### src/hw/rtl/clp_pkg.sv
// clp_pkg: shared constants, types and register map of the command line parser
// no dependencies; used by the interfaces and all parser modules
package clp_pkg;

  localparam int unsigned LINE_CAPACITY = 32;
  localparam int unsigned LEN_W         = $clog2(LINE_CAPACITY);
  localparam int unsigned SPEED_W       = 21;
  localparam int unsigned KIND_W        = 3;
  localparam int unsigned APB_AW        = 3;
  localparam int unsigned APB_DW        = 32;

  localparam logic [SPEED_W-1:0] ACC_SAT       = 21'd2097151;
  localparam logic [SPEED_W-1:0] SPEED_RESET   = 21'd600000;
  localparam logic [SPEED_W-1:0] MIN_RESET     = 21'd0;
  localparam logic [SPEED_W-1:0] MAX_RESET     = 21'd1200000;

  // register word index (paddr[2])
  localparam logic REG_MIN_SPEED = 1'b0;
  localparam logic REG_MAX_SPEED = 1'b1;

  typedef enum logic [KIND_W-1:0] {
    KIND_UNREC    = 3'd0,
    KIND_RUN      = 3'd1,
    KIND_STOP     = 3'd2,
    KIND_SPEED    = 3'd3,
    KIND_NO_SPEED = 3'd4
  } line_kind_e;

  typedef struct packed {
    line_kind_e         line_kind;
    logic               run_enable;
    logic               stop_request;
    logic [SPEED_W-1:0] ref_speed_milli;
  } res_t;

  typedef struct packed {
    logic [SPEED_W-1:0] min_speed_milli;
    logic [SPEED_W-1:0] max_speed_milli;
  } cfg_t;

endpackage

### src/hw/rtl/clp_intf.sv
// clp_rx_if / clp_res_if: valid/ready channels for received bytes and line results
// depends on clp_pkg for field widths
interface clp_rx_if;
  logic       valid;
  logic       ready;
  logic [7:0] rx_byte;

  modport source (output valid, output rx_byte, input ready);
  modport sink   (input valid, input rx_byte, output ready);
endinterface

interface clp_res_if;
  logic                             valid;
  logic                             ready;
  logic [clp_pkg::KIND_W-1:0]       line_kind;
  logic                             run_enable;
  logic                             stop_request;
  logic [clp_pkg::SPEED_W-1:0]      ref_speed_milli;

  modport source (output valid, output line_kind, output run_enable, output stop_request,
                  output ref_speed_milli, input ready);
  modport sink   (input valid, input line_kind, input run_enable, input stop_request,
                  input ref_speed_milli, output ready);
endinterface

### src/hw/rtl/clp_cfg_regs.sv
// clp_cfg_regs: APB-style register file holding the speed clamp limits
// depends on clp_pkg
module clp_cfg_regs (
  input  logic                         clk_i,
  input  logic                         rst_ni,
  input  logic                         psel,
  input  logic                         penable,
  input  logic                         pwrite,
  input  logic [clp_pkg::APB_AW-1:0]   paddr,
  input  logic [clp_pkg::APB_DW-1:0]   pwdata,
  output logic [clp_pkg::APB_DW-1:0]   prdata,
  output logic                         pready,
  output clp_pkg::cfg_t                cfg_o
);

  clp_pkg::cfg_t cfg_q, cfg_d;
  logic          wr_en;

  assign pready = 1'b1;
  assign wr_en  = psel & penable & pwrite;

  always_comb begin
    cfg_d = cfg_q;
    if (wr_en) begin
      if (paddr[2] == clp_pkg::REG_MIN_SPEED) begin
        cfg_d.min_speed_milli = pwdata[clp_pkg::SPEED_W-1:0];
      end else begin
        cfg_d.max_speed_milli = pwdata[clp_pkg::SPEED_W-1:0];
      end
    end
  end

  always_comb begin
    if (paddr[2] == clp_pkg::REG_MIN_SPEED) begin
      prdata = {{(clp_pkg::APB_DW-clp_pkg::SPEED_W){1'b0}}, cfg_q.min_speed_milli};
    end else begin
      prdata = {{(clp_pkg::APB_DW-clp_pkg::SPEED_W){1'b0}}, cfg_q.max_speed_milli};
    end
  end

  always_ff @(posedge clk_i or negedge rst_ni) begin
    if (!rst_ni) begin
      cfg_q.min_speed_milli <= clp_pkg::MIN_RESET;
      cfg_q.max_speed_milli <= clp_pkg::MAX_RESET;
    end else begin
      cfg_q <= cfg_d;
    end
  end

  assign cfg_o = cfg_q;

endmodule

### src/hw/rtl/clp_parser.sv
// clp_parser: input byte register, on-the-fly keyword matcher, number accumulator
// and run/speed state; depends on clp_pkg and clp_intf
module clp_parser (
  input  logic            clk_i,
  input  logic            rst_ni,
  clp_rx_if.sink          rx,
  input  clp_pkg::cfg_t   cfg_i,
  input  logic            out_free_i,
  output logic            res_load_o,
  output clp_pkg::res_t   res_o
);

  typedef enum logic [4:0] {
    PR_START, PR_R, PR_S, PR_RU, PR_RE, PR_RUN, PR_RUNEQ, PR_RUN1, PR_RUN0, PR_REF,
    PR_ST, PR_SP, PR_STA, PR_STO, PR_STAR, PR_START_FULL, PR_STOP_FULL, PR_SPD,
    PR_NSPACE, PR_NSIGN, PR_NBODY, PR_NEND, PR_DEAD
  } prog_e;

  localparam int unsigned W = clp_pkg::SPEED_W;
  localparam logic [clp_pkg::LEN_W-1:0] LEN_LAST =
    clp_pkg::LEN_W'(clp_pkg::LINE_CAPACITY - 1);

  logic                      in_vld_q, in_vld_d;
  logic [7:0]                in_byte_q;
  logic [clp_pkg::LEN_W-1:0] len_q, len_d;
  prog_e                     prog_q, prog_d;
  logic [W-1:0]              acc_q, acc_d;
  logic [1:0]                frac_q, frac_d;
  logic                      dig_q, dig_d;
  logic                      neg_q, neg_d;
  logic                      fpart_q, fpart_d;
  logic                      run_q, run_d;
  logic [W-1:0]              spd_q, spd_d;

  logic [7:0]   u;
  logic         is_eol, printable, is_dig, close_res, advance, take_dig;
  logic [3:0]   dval;
  logic [W+3:0] int_v;
  logic [W:0]   frac_v;
  logic [9:0]   frac_w;
  logic [W-1:0] num_v;

  assign is_eol    = (in_byte_q == 8'h0A) || (in_byte_q == 8'h0D);
  assign printable = (in_byte_q >= 8'h20) && (in_byte_q <= 8'h7E);
  assign close_res = is_eol && (len_q != '0);
  assign advance   = in_vld_q && (!close_res || out_free_i);
  assign rx.ready  = !in_vld_q || advance;
  assign res_load_o = advance && close_res;

  // fold lower case onto upper case
  assign u      = ((in_byte_q >= 8'h61) && (in_byte_q <= 8'h7A)) ? in_byte_q - 8'd32
                                                               : in_byte_q;
  assign is_dig = (u >= 8'h30) && (u <= 8'h39);
  assign dval   = 4'(u - 8'h30);

  always_comb begin
    case (frac_q)
      2'd0:    frac_w = 10'd100;
      2'd1:    frac_w = 10'd10;
      default: frac_w = 10'd1;
    endcase
  end

  // integer digit: acc*10 + d*1000, fraction digit: acc + d*weight
  assign int_v  = {1'b0, acc_q, 3'b000} + {3'b000, acc_q, 1'b0} +
                  (W+4)'({10'd0, dval} * 14'd1000);
  assign frac_v = {1'b0, acc_q} + (W+1)'({6'd0, dval} * frac_w);

  // negative values always fall below a non-negative lower limit; -0 equals 0
  assign num_v = neg_q ? '0 : acc_q;

  always_comb begin
    len_d    = len_q;
    prog_d   = prog_q;
    acc_d    = acc_q;
    frac_d   = frac_q;
    dig_d    = dig_q;
    neg_d    = neg_q;
    fpart_d  = fpart_q;
    run_d    = run_q;
    spd_d    = spd_q;
    take_dig = 1'b0;
    res_o.line_kind = clp_pkg::KIND_UNREC;
    res_o.stop_request = 1'b0;

    if (advance) begin
      if (is_eol) begin
        if (close_res) begin
          if (prog_q == PR_RUN1 || prog_q == PR_START_FULL) begin
            res_o.line_kind = clp_pkg::KIND_RUN;
            run_d = 1'b1;
          end else if (prog_q == PR_RUN0 || prog_q == PR_STOP_FULL) begin
            res_o.line_kind = clp_pkg::KIND_STOP;
            res_o.stop_request = 1'b1;
            run_d = 1'b0;
          end else if (prog_q == PR_NSPACE || prog_q == PR_NSIGN ||
                       prog_q == PR_NBODY || prog_q == PR_NEND) begin
            if (dig_q) begin
              res_o.line_kind = clp_pkg::KIND_SPEED;
              if (num_v < cfg_i.min_speed_milli || neg_q) begin
                spd_d = cfg_i.min_speed_milli;
              end else if (num_v > cfg_i.max_speed_milli) begin
                spd_d = cfg_i.max_speed_milli;
              end else begin
                spd_d = num_v;
              end
            end else begin
              res_o.line_kind = clp_pkg::KIND_NO_SPEED;
            end
          end
        end
        len_d = '0; prog_d = PR_START; acc_d = '0; frac_d = '0;
        dig_d = 1'b0; neg_d = 1'b0; fpart_d = 1'b0;
      end else if (printable) begin
        if (len_q < LEN_LAST) begin
          len_d = len_q + clp_pkg::LEN_W'(1);
          case (prog_q)
            PR_START: prog_d = (u == "R") ? PR_R : ((u == "S") ? PR_S : PR_DEAD);
            PR_R:     prog_d = (u == "U") ? PR_RU : ((u == "E") ? PR_RE : PR_DEAD);
            PR_RU:    prog_d = (u == "N") ? PR_RUN : PR_DEAD;
            PR_RUN:   prog_d = (u == "=") ? PR_RUNEQ : PR_DEAD;
            PR_RUNEQ: prog_d = (u == "1") ? PR_RUN1 : ((u == "0") ? PR_RUN0 : PR_DEAD);
            PR_RE:    prog_d = (u == "F") ? PR_REF : PR_DEAD;
            PR_REF:   prog_d = (u == "=") ? PR_NSPACE : PR_DEAD;
            PR_S:     prog_d = (u == "T") ? PR_ST : ((u == "P") ? PR_SP : PR_DEAD);
            PR_ST:    prog_d = (u == "A") ? PR_STA : ((u == "O") ? PR_STO : PR_DEAD);
            PR_STA:   prog_d = (u == "R") ? PR_STAR : PR_DEAD;
            PR_STAR:  prog_d = (u == "T") ? PR_START_FULL : PR_DEAD;
            PR_STO:   prog_d = (u == "P") ? PR_STOP_FULL : PR_DEAD;
            PR_SP:    prog_d = (u == "D") ? PR_SPD : PR_DEAD;
            PR_SPD:   prog_d = (u == "=") ? PR_NSPACE : PR_DEAD;
            PR_NSPACE: begin
              if (u == " ") begin
                prog_d = PR_NSPACE;
              end else if (u == "+") begin
                prog_d = PR_NSIGN;
              end else if (u == "-") begin
                neg_d  = 1'b1;
                prog_d = PR_NSIGN;
              end else if (is_dig) begin
                take_dig = 1'b1;
                prog_d   = PR_NBODY;
              end else if (u == ".") begin
                fpart_d = 1'b1;
                prog_d  = PR_NBODY;
              end else begin
                prog_d = PR_NEND;
              end
            end
            PR_NSIGN: begin
              if (is_dig) begin
                take_dig = 1'b1;
                prog_d   = PR_NBODY;
              end else if (u == ".") begin
                fpart_d = 1'b1;
                prog_d  = PR_NBODY;
              end else begin
                prog_d = PR_NEND;
              end
            end
            PR_NBODY: begin
              if (is_dig) begin
                take_dig = 1'b1;
              end else if (u == "." && !fpart_q) begin
                fpart_d = 1'b1;
              end else begin
                prog_d = PR_NEND;
              end
            end
            PR_NEND:  prog_d = PR_NEND;
            default:  prog_d = PR_DEAD;
          endcase
          if (take_dig) begin
            dig_d = 1'b1;
            if (!fpart_q) begin
              acc_d = (int_v > (W+4)'(clp_pkg::ACC_SAT)) ? clp_pkg::ACC_SAT : int_v[W-1:0];
            end else if (frac_q != 2'd3) begin
              acc_d  = (frac_v > (W+1)'(clp_pkg::ACC_SAT)) ? clp_pkg::ACC_SAT
                                                           : frac_v[W-1:0];
              frac_d = frac_q + 2'd1;
            end
          end
        end else begin
          // overlong line is dropped, including this byte
          len_d = '0; prog_d = PR_START; acc_d = '0; frac_d = '0;
          dig_d = 1'b0; neg_d = 1'b0; fpart_d = 1'b0;
        end
      end
    end
    res_o.run_enable      = run_d;
    res_o.ref_speed_milli = spd_d;
  end

  always_comb begin
    in_vld_d = in_vld_q;
    if (rx.ready) begin
      in_vld_d = rx.valid;
    end
  end

  always_ff @(posedge clk_i) begin
    if (rx.valid && rx.ready) begin
      in_byte_q <= rx.rx_byte;
    end
  end

  always_ff @(posedge clk_i or negedge rst_ni) begin
    if (!rst_ni) begin
      in_vld_q <= 1'b0;
      len_q    <= '0;
      prog_q   <= PR_START;
      acc_q    <= '0;
      frac_q   <= '0;
      dig_q    <= 1'b0;
      neg_q    <= 1'b0;
      fpart_q  <= 1'b0;
      run_q    <= 1'b0;
      spd_q    <= clp_pkg::SPEED_RESET;
    end else begin
      in_vld_q <= in_vld_d;
      len_q    <= len_d;
      prog_q   <= prog_d;
      acc_q    <= acc_d;
      frac_q   <= frac_d;
      dig_q    <= dig_d;
      neg_q    <= neg_d;
      fpart_q  <= fpart_d;
      run_q    <= run_d;
      spd_q    <= spd_d;
    end
  end

endmodule

### src/hw/rtl/clp_out_reg.sv
// clp_out_reg: result register that holds one line result until the receiver takes it
// depends on clp_pkg and clp_intf
module clp_out_reg (
  input  logic           clk_i,
  input  logic           rst_ni,
  input  logic           load_i,
  input  clp_pkg::res_t  res_i,
  output logic           free_o,
  clp_res_if.source      res
);

  logic          vld_q, vld_d;
  clp_pkg::res_t res_q;

  assign free_o = !vld_q || res.ready;

  always_comb begin
    vld_d = vld_q;
    if (free_o) begin
      vld_d = load_i;
    end
  end

  always_ff @(posedge clk_i) begin
    if (load_i && free_o) begin
      res_q <= res_i;
    end
  end

  always_ff @(posedge clk_i or negedge rst_ni) begin
    if (!rst_ni) begin
      vld_q <= 1'b0;
    end else begin
      vld_q <= vld_d;
    end
  end

  assign res.valid           = vld_q;
  assign res.line_kind       = res_q.line_kind;
  assign res.run_enable      = res_q.run_enable;
  assign res.stop_request    = res_q.stop_request;
  assign res.ref_speed_milli = res_q.ref_speed_milli;

endmodule

### src/hw/rtl/ascii_command_line_parser.sv
// ascii_command_line_parser: top level of the serial command line parser
// depends on clp_pkg, clp_intf, clp_cfg_regs, clp_parser, clp_out_reg
//
// usage:
//   rx_i carries one received byte per word. Printable bytes build a line; CR or LF
//   closes a non-empty line and produces one word on res_o (line kind, run enable,
//   stop request, clamped speed reference in milli-rpm). Other bytes give no word.
//   The APB port holds the lower (0x0) and upper (0x4) speed limits; write them
//   only while no line is being closed.
// timing:
//   a byte is held in the input register, where the matcher and number
//   accumulator update state; a closing byte loads the result register at the
//   edge that retires it, and a full result register holds that byte back.
//   One byte is accepted every cycle, limited only by the result register.
// reset:
//   run off, speed reference 600000, limits 0 and 1200000, empty line, no result.
// stall:
//   while a result waits, bytes that give no result still flow; a closing byte
//   waits in the input register until the result register is taken.
module ascii_command_line_parser (
  input  logic                        clk_i,
  input  logic                        rst_ni,
  clp_rx_if.sink                      rx_i,
  clp_res_if.source                   res_o,
  input  logic                        psel,
  input  logic                        penable,
  input  logic                        pwrite,
  input  logic [clp_pkg::APB_AW-1:0]  paddr,
  input  logic [clp_pkg::APB_DW-1:0]  pwdata,
  output logic [clp_pkg::APB_DW-1:0]  prdata,
  output logic                        pready
);

  clp_pkg::cfg_t cfg;
  clp_pkg::res_t res_next;
  logic          res_load;
  logic          out_free;

  clp_cfg_regs u_cfg (
    .clk_i   (clk_i),
    .rst_ni  (rst_ni),
    .psel    (psel),
    .penable (penable),
    .pwrite  (pwrite),
    .paddr   (paddr),
    .pwdata  (pwdata),
    .prdata  (prdata),
    .pready  (pready),
    .cfg_o   (cfg)
  );

  clp_parser u_parser (
    .clk_i      (clk_i),
    .rst_ni     (rst_ni),
    .rx         (rx_i),
    .cfg_i      (cfg),
    .out_free_i (out_free),
    .res_load_o (res_load),
    .res_o      (res_next)
  );

  clp_out_reg u_out (
    .clk_i  (clk_i),
    .rst_ni (rst_ni),
    .load_i (res_load),
    .res_i  (res_next),
    .free_o (out_free),
    .res    (res_o)
  );

endmodule

### src/flat_wrapper.sv
// flat-port wrapper written by rule: the top's interface ports become plain ports
module ascii_command_line_parser_flat 
  (clk_i, rst_ni, psel, penable, pwrite, paddr, pwdata, prdata, pready, rx_i_valid, rx_i_rx_byte, rx_i_ready, res_o_valid, res_o_line_kind, res_o_run_enable, res_o_stop_request, res_o_ref_speed_milli, res_o_ready);
  clp_rx_if rx_i_i ();
  clp_res_if res_o_i ();
  input  logic clk_i;
  input  logic rst_ni;
  input  logic psel;
  input  logic penable;
  input  logic pwrite;
  input  logic [clp_pkg::APB_AW-1:0] paddr;
  input  logic [clp_pkg::APB_DW-1:0] pwdata;
  output logic [clp_pkg::APB_DW-1:0] prdata;
  output logic pready;
  input wire logic [$bits(rx_i_i.valid)-1:0] rx_i_valid;
  input wire logic [$bits(rx_i_i.rx_byte)-1:0] rx_i_rx_byte;
  output wire logic [$bits(rx_i_i.ready)-1:0] rx_i_ready;
  output wire logic [$bits(res_o_i.valid)-1:0] res_o_valid;
  output wire logic [$bits(res_o_i.line_kind)-1:0] res_o_line_kind;
  output wire logic [$bits(res_o_i.run_enable)-1:0] res_o_run_enable;
  output wire logic [$bits(res_o_i.stop_request)-1:0] res_o_stop_request;
  output wire logic [$bits(res_o_i.ref_speed_milli)-1:0] res_o_ref_speed_milli;
  input wire logic [$bits(res_o_i.ready)-1:0] res_o_ready;
  assign rx_i_i.valid = rx_i_valid;
  assign rx_i_i.rx_byte = rx_i_rx_byte;
  assign rx_i_ready = rx_i_i.ready;
  assign res_o_valid = res_o_i.valid;
  assign res_o_line_kind = res_o_i.line_kind;
  assign res_o_run_enable = res_o_i.run_enable;
  assign res_o_stop_request = res_o_i.stop_request;
  assign res_o_ref_speed_milli = res_o_i.ref_speed_milli;
  assign res_o_i.ready = res_o_ready;
  ascii_command_line_parser u_core (.clk_i(clk_i), .rst_ni(rst_ni), .rx_i(rx_i_i), .res_o(res_o_i), .psel(psel), .penable(penable), .pwrite(pwrite), .paddr(paddr), .pwdata(pwdata), .prdata(prdata), .pready(pready));
endmodule
### config.mk
export PLATFORM = sky130hd
export DESIGN_NAME = ascii_command_line_parser_flat
export DESIGN_NICKNAME = d
export VERILOG_FILES = /design/src/hw/rtl/clp_pkg.sv /design/src/hw/rtl/clp_intf.sv /design/src/hw/rtl/clp_cfg_regs.sv /design/src/hw/rtl/clp_parser.sv /design/src/hw/rtl/clp_out_reg.sv /design/src/hw/rtl/ascii_command_line_parser.sv /design/src/flat_wrapper.sv
export SDC_FILE = /design/constraint.sdc
export NUM_CORES = 1
export LEC_CHECK = 0
export ABC_AREA = 1
export BUFFER_PORTS_ARGS = -buffer_cell sky130_fd_sc_hd__buf_2
export CAP_MARGIN = 15
export CORE_ASPECT_RATIO = 1.1
export CORE_UTILIZATION = 48
export DETAILED_ROUTE_END_ITERATION = 10
export PLACE_DENSITY = 0.73
export SLEW_MARGIN = 25
export SYNTH_ARGS = -nofsm -noshare
export SYNTH_HDL_FRONTEND = slang
export SYNTH_HIERARCHICAL = 1
export SYNTH_SLANG_ARGS = --single-unit
### constraint.sdc
create_clock -name clk_i -period 5.3 [get_ports clk_i]
set_input_delay 0.265 -clock clk_i [delete_from_list [all_inputs] [get_ports clk_i]]
set_output_delay 0.265 -clock clk_i [all_outputs]
set_load 0.02 [all_outputs]
# Word-level counts from Yosys, hierarchy flattened
# Cells that the tools add are included.
classes:
  magnitude_cmp: 11
  n_eq_ne: 58
  multipliers: 2
  reduce_logical: 41
  add_sub_neg: 7
  bitwise_logic: 7
  n_mux: 100
op_table:
  columns: ["cell", "count"]
  rows:
  - ["$mux 21", 19]
  - ["$mux 5", 23]
  - ["$eq 8x7->1 const B", 11]
  - ["$pmux 5 s17", 1]
  - ["$eq 8x6->1 const B", 7]
  - ["$eq 5x4->1 const B", 8]
  - ["$mux 1", 38]
  - ["$eq 5x5->1 const B", 6]
  - ["$add 24x22->25", 1]
  - ["$add 25x14->25", 1]
  - ["$gt 25x21->1 const B", 1]
  - ["$add 21x14->22", 1]
  - ["$gt 22x21->1 const B", 1]
  - ["$gt 21x21->1", 1]
  - ["$lt 21x21->1", 1]
  - ["$mux 3", 7]
  - ["$eq 5x3->1 const B", 4]
  - ["$ne 4x4->1 const B", 5]
  - ["$eq 8x4->1 const B", 2]
  - ["$ge 8x6->1 const B", 2]
  - ["$le 8x7->1 const B", 2]
  - ["$mux 2", 8]
  - ["$mul 4x10->14", 1]
  - ["$pmux 7 s2", 1]
  - ["37 further kinds", 74]
word_totals:
  inputBits: 50
  wordCells: 246
  reg_bits: 136
  output_inout_bits: 61

# Logic depth before layout (Yosys ltp)
logic_depth:
  word_depth: 18
  mapped_depth: 29
  mapped_depth_nobuf: 28

# Cells and area by module
# Netlist, hierarchy kept.
modules_own_cells:
  columns: ["mod", "area_each_um2", "instances", "seq_area_each_um2", "cells_per_inst"]
  rows:
  - ["clp_parser", 9058.7, 1, 1726.7, 1326]
  - ["clp_cfg_regs", 2069.5, 1, 1061.0, 268]
  - ["clp_out_reg", 825.8, 1, 805.8, 32]

# Worst setup path after synthesis
# Ideal clock, no wire load.
synth_path:
  path_type: "reg2reg"
  from: "reg u_core.u_parser.in_byte_q[2]"
  to: "reg u_core.u_parser.acc_q[6]"
  arrival_time_ps: 5155
  t_required_ps: 5178
  path_buffers: 1
  setup_slack_ps: 23
  synth_period_minus_slack_ps: 5277
  path_stages_with_launch: 30
  setup_ps: 122
  cell_sequence: "edfxtp_1 > fa_1 > inv_1 > fa_1 > inv_1 > ha_1 > a21oi_1 > nand2_1 > a21oi_1 > inv_1 > a21oi_1 > o21ai_0 > a21oi_1 > xnor2_1 > fa_1 > ha_1 > nand2_1 > inv_2 > nand2_1 > nor3_1 > nand4_1 > nand3_1 > nand2_1 > nand2_1 > nand2_1 > nor2_1 > clkbuf_1 > nand2_1 > nand3_2 > o21ai_2"
synth_between:
  elab_chain_cells: 16
  word_cells_on_any_way: 49
  cone_classes: "add/sub (4); mul (2); order compare (8); eq/ne (7); mux (18); reduce/logical (10)"
synth_rtl:
  columns: ["item", "line", "source"]
  rows:
  - ["from (decl)", "clp_parser.sv:24", "logic [7:0] in_byte_q;"]
  - ["from (signal assigned)", "clp_parser.sv:203", "in_byte_q <= rx.rx_byte;"]
  - ["parallel branches: the longest is 16 deep, another holds $add 21x14->22", null, null]
  - ["to (signal assigned)", "clp_parser.sv:212", "acc_q <= '0;"]
  - ["to (signal assigned)", "clp_parser.sv:223", "acc_q <= acc_d;"]
  - ["to (decl)", "clp_parser.sv:27", "logic [W-1:0] acc_q, acc_d;"]
# Several ways; the timed one is not identified. The select of a mux whose other input is x is not followed.
# A chain may end at the register's enable or synchronous reset.

# Worst setup path after layout
layout_path:
  from: "reg u_core.u_parser.in_byte_q[2]"
  to: "reg u_core.u_parser.acc_q[0]"
# The elaborated chain is that of the path after synthesis.

==> out/metrics.yaml <==
relSlewSlack: 0.4203
cts_buffers: 17
clk_pin_slew_ns: 0.07
synth_edf_count: 34
ios: 111
postRouteAntennaNets: 0
grt_pass1_wl_um: 51450
drt_first_pass_iters: 7
maxSlewViolCount: 0
drc: 0
ctsLongestPathBuffers: 2
clkPwrFrac: 0.137
power.density_nw_per_um2: 693.5
cts.sinks: 136
placeableCoreArea_um2: 24470
timing.hold.ws_ns: 0.02015
synth_flop_cell: "dfrtp_1"
syn_inst: 1626
yosys.area.top_type_share: 0.1800
cts_tree: "built"
track_usage: 0.2466
dieWidth_um: 152.5
place_area_um2: 12620
grt-ovfl-total: 0
hold_viol: 0
grt_max_degree: 54
via_per_inst: 5.403
swShare: 0.5362
finClkSkew_ns: 0.01807
drt_wl_total_um: 31200
synth_warnings: 6
ys_seq_elements: 136
critPathSlowestCell: "fa_1"
endpoint_kind: "register"
synth_common_cells: "nand2_1 (432), inv_1 (216), a21oi_1 (131), nor2_1 (131), ha_1 (121)"
async_reset_ff_frac: 0.7500
path_class: "register to register"
root_buffer: "clkbuf_16"
p_int_mw: 4.365
leakage_nw: 6.995
diodes: 0
cp-start-kind: "register"
setup_viol_count_final: 0
fillCellCount: 2311
combPwrFrac: 0.703
yosysUniqueCellTypes: 50
seqPwrFrac: 0.161
worstPathRequired_ns: 5.59
clk_latency_ns: 0.43
utilization: 0.5546
syn_area_per_cell_um2: 7.352
rsz0062_at_grt: "yes"
cp.arrival_ns: 5.55
cp_max_fo: 5
min_period_over_period: 0.9924
max_freq_mhz: 190.1
peakVddDrop_mv: 0.3505
netlist_area_um2: 11950
dp_hpwl_um: 23630
routedWlPerCell_um: 15.32
start_util: 0.4884
vias: 11001
tightest_slew_ns: 0.8675
status: "finished, final reports clean"
netSwitchingPower_mw: 5.047
synth.largest_area_cell: "dfrtp_1"
fin_total_pwr_mw: 9.412
drt_iter0_markers: 549
max-cap-violations: 0
htreeDepth: 4
die-area_um2: 25540
stdcell_area_um2: 13570
syn_to_final_growth_pct: 13.53
final_nets: 1917
slowest_delay_ns: 0.60
yosysMostFrequentCell: "nand2_1"
io_buffers: 85
grt_pass1_vias: 10559
synth.area.top_cells: "dfrtp_1 (18%), nand2_1 (14%), ha_1 (13%)"
min_period_ns: 5.260
seq_area_frac_synth: 0.3006
die_h_um: 167.5
routabilityCongestion: 0.9324
drive_gt1_frac: 0.1547
hp-class: "primary input to register"
antenna_found_initial: 0
rows: 60
flip-flops by register name, indices dropped and copies added, names as in the netlist, 3 cells and up:
register and cells:
u_core/u_cfg/cfg_o 42, u_core/u_parser/acc_q 21, u_core/u_out/res.line_kind 3, u_core/u_parser/len_q 5, u_core/u_parser/in_byte_q 8, u_core/u_parser/prog_q 5
u_core/u_parser/spd_q 21, u_core/u_out/res.ref_speed_milli 21
layout make-up:
class,instances,area (µm²),share of cell area
Sequential cell,136,3593,0.2648
Multi-Input combinational cell,1214,7372,0.5432
Clock buffer,19,475.5,0.03503
Clock inverter,13,170.2,0.01254
Tap cell,310,387.9,0.02858
Inverter,231,869.6,0.06407
Timing Repair Buffer,113,703.2,0.05181
per-stage QoR:
stage,setup slack (ns),setup TNS [ns],std cells
floorplan,0.02256,0,1636
global placement,0.04387,0,1995
detailed placement,-0.06758,-0.7051,1995
CTS,0.04127,0,2028
global route,-0.2173,-4.101,2036
finish,0.04020,0,2036
routing by layer:
metal  vias to the layer above  GRT usage  part of all wire
met4                         0    0.07686             0.026
met1                      5165     0.3253              0.45
met2                       345     0.4218              0.48
met5                         -          0                 0
met3                        61    0.03157             0.048
li1                       5430          -                 -
placed cells by master (no fill, tap or decap), types with 3 or more instances in the layout:
cell,netlist,routed
inv_8,0,5
nor2_1,131,128
nand3_2,11,15
xor2_1,18,18
nor2_4,7,9
o21ai_1,20,20
inv_1,216,214
xnor2_1,12,12
a21o_1,3,3
dfrtp_1,86,86
nor4_1,4,4
ha_4,0,3
o21ai_0,66,64
nand2_1,432,410
clkinv_8,0,3
o21ai_2,8,10
a31oi_1,3,3
buf_2,19,84
inv_6,0,3
dfstp_2,16,16
inv_2,14,16
nand4_1,32,32
buf_4,14,22
clkbuf_16,0,21
a21oi_2,1,6
nor2_2,2,3
conb_1,2,12
fa_1,33,31
nand3b_1,4,4
nand3_1,117,113
nor3_1,17,15
nand2_2,8,29
ha_1,121,118
edfxtp_1,34,34
a21oi_1,131,126
what timing repair did:
action | CTS | global route
hold buffers | 1 | 0
gates resized for setup | 6 | 48
hold endpoints to repair | 39 | 0
cloned | 0 | 3
setup buffers | 0 | 4
pin swaps | 0 | 26
endpoints found under the setup margin | 21 | 21
power groups by stage:
stage	clock, mW	combinational [mW]	sequential (mW)
after floorplan	0	4.60	1.43
after global placement	0	5.97	1.52
after detailed placement	0	6.00	1.53
after CTS	1.30	6.15	1.51
after global routing	1.35	7.43	1.54
final	1.29	6.61	1.51
final timing paths:
path	start	end	slack (ns)	cells past startpoint
min in group asynchronous	rst_ni	u_core/u_cfg/cfg_o[22]	0.41	2
max	u_core/u_parser/in_byte_q[2]	u_core/u_parser/acc_q[0]	0.04	29
min reg2reg	u_core/u_cfg/cfg_o[20]	u_core/u_cfg/cfg_o[20]	0.47	2
max in group asynchronous	rst_ni	u_core/u_parser/acc_q[9]	3.77	3
min	rx_i_rx_byte[6]	u_core/u_parser/in_byte_q[6]	0.02	1
max reg2reg	u_core/u_parser/in_byte_q[2]	u_core/u_parser/acc_q[0]	0.04	29
cells by family (layout without fill, tap and decap cells):
kind of cell,count (synthesis),after routing,share of synthesized area
AO/OA/AOI/OAI,243,243,0.1084
XOR/XNOR,30,30,0.02198
adder cells (fa/ha/maj),154,154,0.1819
buffers and inverters,286,376,0.1014
flip-flops,136,136,0.3006
other,2,12,0.0006282
AND/OR/NAND/NOR,775,775,0.2850
critical path: cells and delay by family (launching register included):
kind                     cells  cell delay (ns)
AO/OA/AOI/OAI                6             0.78
XOR/XNOR                     1             0.18
adder cells (fa/ha/maj)      5             2.11
buffers and inverters        5             0.45
flip-flops                   1             0.43
AND/OR/NAND/NOR             12             1.18
Note: power is estimated with default switching activity, not from simulation.
